### config.mk
export PLATFORM = sky130hd
export DESIGN_NAME = signed_int_to_decimal_ascii
export DESIGN_NICKNAME = d
export VERILOG_FILES = /design/src/sitda_pkg.sv /design/src/signed_int_to_decimal_ascii.sv /design/src/sitda_ctrl.sv /design/src/sitda_dp.sv
export SDC_FILE = /design/constraint.sdc
export NUM_CORES = 1
export LEC_CHECK = 0
export ABC_AREA = 1
export BUFFER_PORTS_ARGS = -buffer_cell sky130_fd_sc_hd__buf_4
export CAP_MARGIN = 15
export CORE_MARGIN = 1
export CORE_UTILIZATION = 38
export DETAILED_ROUTE_END_ITERATION = 7
export SYNTH_ARGS = -nofsm -noshare
export SYNTH_HDL_FRONTEND = slang
export SYNTH_HIERARCHICAL = 1
export SYNTH_SLANG_ARGS = --single-unit
### constraint.sdc
create_clock -name clk_i -period 8.7 [get_ports clk_i]
set_input_delay 1.74 -clock clk_i [delete_from_list [all_inputs] [get_ports clk_i]]
set_output_delay 1.74 -clock clk_i [all_outputs]
set_load 0.005 [all_outputs]
### src/sitda_pkg.sv
// Shared types, constants and the BCD shift-add-3 step for the integer to ASCII block.
`timescale 1ns / 1ps
package sitda_pkg;

  localparam int unsigned VALUE_W    = 32;
  localparam int unsigned NUM_DIGITS = 10;
  localparam int unsigned CHAR_W     = 6;
  localparam int unsigned MIN_W      = 4;
  localparam int unsigned BITS_STEP  = 4;
  localparam int unsigned CONV_STEPS = VALUE_W / BITS_STEP;
  localparam int unsigned STEP_CNT_W = $clog2(CONV_STEPS);
  localparam int unsigned IDX_W      = $clog2(NUM_DIGITS + 1);

  localparam logic [CHAR_W-1:0] ASCII_ZERO  = CHAR_W'(48);
  localparam logic [CHAR_W-1:0] ASCII_MINUS = CHAR_W'(45);
  localparam logic [MIN_W-1:0]  MAX_DIGITS  = MIN_W'(NUM_DIGITS);
  localparam logic [MIN_W-1:0]  MIN_RESET   = MIN_W'(1);

  typedef logic [NUM_DIGITS-1:0][3:0] bcd_t;

  // Controller to datapath.
  typedef struct packed {
    logic             load;
    logic             step;
    logic             emit;
    logic             emit_sign;
    logic             emit_last;
    logic [IDX_W-1:0] digit_sel;
  } dp_cmd_t;

  // Datapath to controller.
  typedef struct packed {
    logic             neg;
    logic [IDX_W-1:0] ndig;
    logic             out_free;
  } dp_status_t;

  // Four double-dabble iterations: add 3 to each digit >= 5, then shift one bit in.
  function automatic bcd_t bcd_step4(bcd_t b, logic [BITS_STEP-1:0] bits);
    bcd_t                      r;
    logic [NUM_DIGITS*4-1:0]   flat;
    r = b;
    for (int s = BITS_STEP - 1; s >= 0; s--) begin
      for (int d = 0; d < NUM_DIGITS; d++) begin
        if (r[d] >= 4'd5) begin
          r[d] = r[d] + 4'd3;
        end
      end
      flat = r;
      flat = {flat[NUM_DIGITS*4-2:0], bits[s]};
      r    = flat;
    end
    return r;
  endfunction

endpackage

### src/signed_int_to_decimal_ascii.sv
// Top level: signed 32-bit integer to decimal ASCII character stream.
//
//   channel   direction  handshake               payload
//   input     in         valid_i / stall_o       value_i (32b signed)
//   output    out        valid_o / stall_i       char_out_o (6b), last_char_o
//   config    in         cfg_valid_i/cfg_ready_o min_digits_i (4b)
//
// An item passes through an accept state, the 4-bit-per-cycle shift-add-3
// binary to BCD loop and a state that sizes the digit field, then leaves
// one character per cycle through the output register while the output
// does not stall; an item has 0 to 11 characters.
// stall_o is low only while the controller is idle; the last character of an
// item may still wait in the output register while the next item converts.
// Output stalls hold the output register and pause emission.
// Reset clears the controller, the output valid and sets min_digits to 1.
`timescale 1ns / 1ps
module signed_int_to_decimal_ascii (
  input  logic                                 clk_i,
  input  logic                                 rst_ni,
  input  logic                                 valid_i,
  output logic                                 stall_o,
  input  logic signed [sitda_pkg::VALUE_W-1:0] value_i,
  output logic                                 valid_o,
  input  logic                                 stall_i,
  output logic [sitda_pkg::CHAR_W-1:0]         char_out_o,
  output logic                                 last_char_o,
  input  logic                                 cfg_valid_i,
  output logic                                 cfg_ready_o,
  input  logic [sitda_pkg::MIN_W-1:0]          min_digits_i
);

  sitda_pkg::dp_cmd_t    cmd;
  sitda_pkg::dp_status_t status;

  // Register writes are always taken; the user must write only while idle, the block does not enforce it.
  assign cfg_ready_o = 1'b1;

  sitda_ctrl u_ctrl (
    .clk_i    (clk_i),
    .rst_ni   (rst_ni),
    .valid_i  (valid_i),
    .stall_o  (stall_o),
    .status_i (status),
    .cmd_o    (cmd)
  );

  sitda_dp u_dp (
    .clk_i        (clk_i),
    .rst_ni       (rst_ni),
    .value_i      (value_i),
    .cfg_we_i     (cfg_valid_i && cfg_ready_o),
    .min_digits_i (min_digits_i),
    .cmd_i        (cmd),
    .status_o     (status),
    .valid_o      (valid_o),
    .stall_i      (stall_i),
    .char_out_o   (char_out_o),
    .last_char_o  (last_char_o)
  );

endmodule

### src/sitda_ctrl.sv
// Controller: sequences load, conversion steps, sign and digit emission.
`timescale 1ns / 1ps
module sitda_ctrl (
  input  logic                    clk_i,
  input  logic                    rst_ni,
  input  logic                    valid_i,
  output logic                    stall_o,
  input  sitda_pkg::dp_status_t   status_i,
  output sitda_pkg::dp_cmd_t      cmd_o
);

  typedef enum logic [2:0] {
    ST_IDLE,
    ST_CONV,
    ST_PREP,
    ST_SIGN,
    ST_DIGIT
  } state_e;

  state_e                              state_q;
  logic [sitda_pkg::STEP_CNT_W-1:0]    step_q;
  logic [sitda_pkg::IDX_W-1:0]         idx_q;

  assign stall_o = (state_q != ST_IDLE);

  always_comb begin
    cmd_o           = '0;
    cmd_o.digit_sel = idx_q - sitda_pkg::IDX_W'(1);
    cmd_o.emit_last = (idx_q == sitda_pkg::IDX_W'(1));
    unique case (state_q)
      ST_IDLE:  cmd_o.load = valid_i;
      ST_CONV:  cmd_o.step = 1'b1;
      ST_PREP:  ;
      ST_SIGN: begin
        cmd_o.emit      = status_i.out_free;
        cmd_o.emit_sign = 1'b1;
        cmd_o.emit_last = 1'b0;
      end
      ST_DIGIT: cmd_o.emit = status_i.out_free;
      default:  ;
    endcase
  end

  always_ff @(posedge clk_i or negedge rst_ni) begin
    if (!rst_ni) begin
      state_q <= ST_IDLE;
      step_q  <= '0;
      idx_q   <= '0;
    end else begin
      unique case (state_q)
        ST_IDLE: begin
          if (valid_i) begin
            state_q <= ST_CONV;
            step_q  <= '0;
          end
        end
        ST_CONV: begin
          step_q <= step_q + sitda_pkg::STEP_CNT_W'(1);
          if (step_q == sitda_pkg::STEP_CNT_W'(sitda_pkg::CONV_STEPS - 1)) begin
            state_q <= ST_PREP;
          end
        end
        ST_PREP: begin
          idx_q <= status_i.ndig;
          if (status_i.neg) begin
            state_q <= ST_SIGN;
          end else if (status_i.ndig == '0) begin
            state_q <= ST_IDLE;
          end else begin
            state_q <= ST_DIGIT;
          end
        end
        ST_SIGN: begin
          if (status_i.out_free) begin
            state_q <= ST_DIGIT;
          end
        end
        ST_DIGIT: begin
          if (status_i.out_free) begin
            idx_q <= idx_q - sitda_pkg::IDX_W'(1);
            if (idx_q == sitda_pkg::IDX_W'(1)) begin
              state_q <= ST_IDLE;
            end
          end
        end
        default: state_q <= ST_IDLE;
      endcase
    end
  end

endmodule

### src/sitda_dp.sv
// Datapath: magnitude, BCD register, min-digits register and output register.
`timescale 1ns / 1ps
module sitda_dp (
  input  logic                                 clk_i,
  input  logic                                 rst_ni,
  input  logic signed [sitda_pkg::VALUE_W-1:0] value_i,
  input  logic                                 cfg_we_i,
  input  logic [sitda_pkg::MIN_W-1:0]          min_digits_i,
  input  sitda_pkg::dp_cmd_t                   cmd_i,
  output sitda_pkg::dp_status_t                status_o,
  output logic                                 valid_o,
  input  logic                                 stall_i,
  output logic [sitda_pkg::CHAR_W-1:0]         char_out_o,
  output logic                                 last_char_o
);

  logic [sitda_pkg::VALUE_W-1:0] mag_q;
  logic                          neg_q;
  sitda_pkg::bcd_t               bcd_q;
  logic [sitda_pkg::MIN_W-1:0]   min_q;
  logic                          out_valid_q;
  logic [sitda_pkg::CHAR_W-1:0]  char_q;
  logic                          last_q;

  logic [sitda_pkg::MIN_W-1:0]   min_cap;
  logic [sitda_pkg::IDX_W-1:0]   sig_digits;
  logic [sitda_pkg::VALUE_W-1:0] value_mag;

  // The magnitude of the most negative value, 2^31, still fits in 32 unsigned bits.
  assign value_mag = value_i[sitda_pkg::VALUE_W-1] ? (~value_i + 1'b1) : value_i;

  assign min_cap = (min_q > sitda_pkg::MAX_DIGITS) ? sitda_pkg::MAX_DIGITS : min_q;

  always_comb begin
    sig_digits = '0;
    for (int d = 0; d < sitda_pkg::NUM_DIGITS; d++) begin
      if (bcd_q[d] != 4'd0) begin
        sig_digits = sitda_pkg::IDX_W'(d + 1);
      end
    end
  end

  assign status_o.neg      = neg_q;
  assign status_o.ndig     = (sig_digits > sitda_pkg::IDX_W'(min_cap)) ?
                             sig_digits : sitda_pkg::IDX_W'(min_cap);
  assign status_o.out_free = !out_valid_q || !stall_i;

  always_ff @(posedge clk_i or negedge rst_ni) begin
    if (!rst_ni) begin
      min_q       <= sitda_pkg::MIN_RESET;
      out_valid_q <= 1'b0;
    end else begin
      if (cfg_we_i) begin
        min_q <= min_digits_i;
      end
      if (cmd_i.emit) begin
        out_valid_q <= 1'b1;
      end else if (!stall_i) begin
        out_valid_q <= 1'b0;
      end
    end
  end

  always_ff @(posedge clk_i) begin
    if (cmd_i.load) begin
      neg_q <= value_i[sitda_pkg::VALUE_W-1];
      mag_q <= value_mag;
      bcd_q <= '0;
    end else if (cmd_i.step) begin
      bcd_q <= sitda_pkg::bcd_step4(bcd_q,
                 mag_q[sitda_pkg::VALUE_W-1 -: sitda_pkg::BITS_STEP]);
      mag_q <= {mag_q[sitda_pkg::VALUE_W-sitda_pkg::BITS_STEP-1:0],
                {sitda_pkg::BITS_STEP{1'b0}}};
    end
    if (cmd_i.emit) begin
      char_q <= cmd_i.emit_sign ? sitda_pkg::ASCII_MINUS :
                sitda_pkg::ASCII_ZERO + {2'b00, bcd_q[cmd_i.digit_sel]};
      last_q <= cmd_i.emit_last;
    end
  end

  assign valid_o     = out_valid_q;
  assign char_out_o  = char_q;
  assign last_char_o = last_q;

endmodule

==> results.py <==
metrics = {
    "synth": {
        "synth_cell_types": 56,
        "synth-seq-cells": 94,
        "synth_ff_type": "dfxtp_1",
        "syn_inst": 1408,
        "ys_warn_count": 6,
        "yosysSeqAreaShare_pct": 25.7,
        "yosys-top-cells-area": "nand2_1 17%, edfxtp_1 13%, dfxtp_1 8.8%, nand3_1 7.7%, inv_1 7.5%",
        "synth_area_mm2": 0.00914,
        "synth_edf_count": 39,
        "yosysTopAreaCell": "nand2_1",
        "synthArstFlopShare_pct": 16.0,
        "syn_avg_cell_area_um2": 6.49,
        "synth.net_count": 1492,
        "yosys-top-cells-count": "405 x nand2_1, 183 x inv_1, 140 x nand3_1, 85 x o21ai_0, 78 x nor2_1",
        "netlist.area_leader.share_pct": 16.6,
        "synth_most_common_cell": "nand2_1",
    },
    "critical_path": {
        "critPathMaxStageDelay_ns": 0.70,
        "crit_type": "in2reg",
        "start_kind": "input pin",
        "cp_max_fo": 52,
        "cp_common_cell": "buf_4",
        "crit_path_top_delay_cell": "nor2_1",
        "cp.required_ns": 8.96,
        "end_kind": "register",
        "arrival_ns": 3.99,
        "crit_chain": "buf_4, inv_1, nor2_2, buf_4, nor2_1, inv_2, o22ai_1",
        "reg2reg_slack_ns": 5.07,
    },
    "clock_tree": {
        "clockRootBuffer": "clkbuf_16",
        "cts_tree": "yes",
        "cts_resized": 0,
        "numCtsBuffers": 9,
        "insertion_delay_ns": 0.36,
        "cts_setup_buffers": 0,
        "cts_hold_buffers": 0,
        "cts.sinks": 94,
        "cts_buffer_depth": 2,
        "clkTransAtPathRegs_ns": 0.08,
        "h-tree-depth": 3,
    },
    "drt": {
        "drt_iter0_drc": 551,
        "post_drt_wl_per_cell_um": 12.8,
        "route.detailed.drc": 0,
        "wl_um": 22700,
        "vias": 8955,
        "dr.pass1.iters": 5,
        "ant_nets": 0,
        "vias_per_cell": 5.07,
    },
    "job": {
        "max_cap_viol_count": 0,
    },
    "sta": {
        "worst_pin_slew_ns": 1.12,
        "hold_viol": 0,
        "period_minus_slack_ns": 3.73,
        "relSlewSlack_pct": 25.4,
        "finalSetupTns_ns": 0,
        "setup_ws_ns": 4.97,
        "finClkSkew_ns": 0.0164,
        "drv_slew": 0,
        "fmax_mhz": 268,
        "rsz0062_at_grt": "no",
        "setup_viol": 0,
        "timing.final.crit_share_pct": 42.9,
    },
    "global_route": {
        "grt_pass1_wl_um": 38000,
        "grt_antenna_before_repair": 1,
        "grt_pass1_vias": 8031,
        "grt_start_max_net_pins": 53,
        "track_usage_pct": 19.1,
        "grt.overflow.total": 0,
    },
    "layout": {
        "drive_gt1_share_pct": 16.1,
        "final_nets": 1528,
        "synthToLayoutAreaGrowth_pct": 10.4,
        "antenna_cells": 0,
    },
    "floorplanning": {
        "coreArea_mm2": 0.0235,
        "std_cell_rows": 56,
        "die_w_um": 157,
        "die_y_um": 157,
        "io_pins": 51,
        "dieArea_mm2": 0.0247,
        "initial_core_util_pct": 38.8,
    },
    "placed_design": {
        "portBuffers": 48,
        "hpwl_um": 18000,
        "dp_worst_setup_slack_ns": 4.69,
        "gp_congestion": 0.857,
    },
    "outcome": {
        "status": "finished clean",
    },
    "hold_path": {
        "hp-class": "reg2reg",
    },
}
## cell families after synthesis
| group | synth area share, % |
|---|---|
| AO/OA/AOI/OAI | 13.3 |
| XOR/XNOR | 2.68 |
| flip-flops | 25.7 |
| AND/OR/NAND/NOR | 41.7 |
| buffers and inverters | 10.4 |
| other | 0.0822 |
| multiplexers | 0.233 |
| adder cells (fa/ha/maj) | 5.89 |
## final timing paths
kind	start	cells after the start	endpoint
min	u_dp/mag_q[28]	2	u_dp/bcd_q[0]
min in group asynchronous	rst_ni	1	u_dp/min_q[3]
min reg2reg	u_dp/mag_q[28]	2	u_dp/bcd_q[0]
max in group asynchronous	rst_ni	1	u_dp/min_q[0]
max	valid_i	7	u_dp/bcd_q[4]
max reg2reg	u_dp/bcd_q[32]	28	u_dp/bcd_q[37]
## state kept, by name, summed over array words and instances (netlist names)
register,flops
u_dp/mag_q,32
u_dp/neg_q,1
u_dp/valid_o,1
u_dp/bcd_q,40
u_dp/char_out_o,5
u_dp/min_q,4
u_ctrl/idx_q,4
u_dp/last_char_o,1
u_ctrl/state_q,3
u_ctrl/step_q,3
## critical path: cells and delay by family
family | cells | cell delay (ns)
compound gates | 1 | 0.36
buf+inv | 4 | 1.10
simple gates | 2 | 0.75
## routing by layer
metal	GRT usage [%]	up-vias	share of wire [%]	routed length (um)
met5	0	-	0.057	13
met4	5.13	2	1.8	405
met3	2.92	25	4.3	964
met2	32.8	159	46	10500
met1	24.7	4106	48	10800
li1	-	4663	-	-
## layout make-up
class                      count  area (um2)
inverter                     214         810
clock inverter                 7        70.1
fill                        2487       13500
clock buffer                   9         225
sequential                    94        2350
multi-input combinational   1073        5840
tap                          319         399
timing repair buffer          52         390
## cell usage in the layout (no fill, tap or decap), types with 3 or more instances in the layout
master and count:
a21oi_1 49, a31oi_1 6, buf_4 52, clkbuf_16 9
clkinv_1 4, dfrtp_1 14, dfxtp_1 40, edfxtp_1 39
ha_1 43, inv_1 182, inv_2 25, inv_8 4
nand2_1 405, nand2_2 60, nand2_4 17, nand3_1 140
nand3_2 23, nand3_4 3, nand3b_1 8, nand4_1 30
nor2_1 76, nor2_2 7, nor3_1 6, nor3_2 3
nor4_1 6, o211ai_1 10, o21ai_0 85, o21ai_1 12
o21ai_2 15, o21bai_1 8, o22ai_1 10, or2_2 3
xnor2_1 8, xor2_1 20
## stage by stage
step | util [%] | hold slack [ns] | std cells | instance area (um2)
final | 42.8 | 0.473 | 1768 | 10100
after global routing | 42.8 | 0.507 | 1768 | 10100
after CTS | 42.8 | 0.478 | 1768 | 10100
after detailed placement | 41.6 | 0.459 | 1752 | 9790
after global placement | 41.6 | 0.461 | 1752 | 9790
after floorplan | - | 0.422 | 1408 | 9140
Power is left out: the tool's default activity adds up to more than one toggle a clock period on the data nets, which glitch-free logic cannot reach.
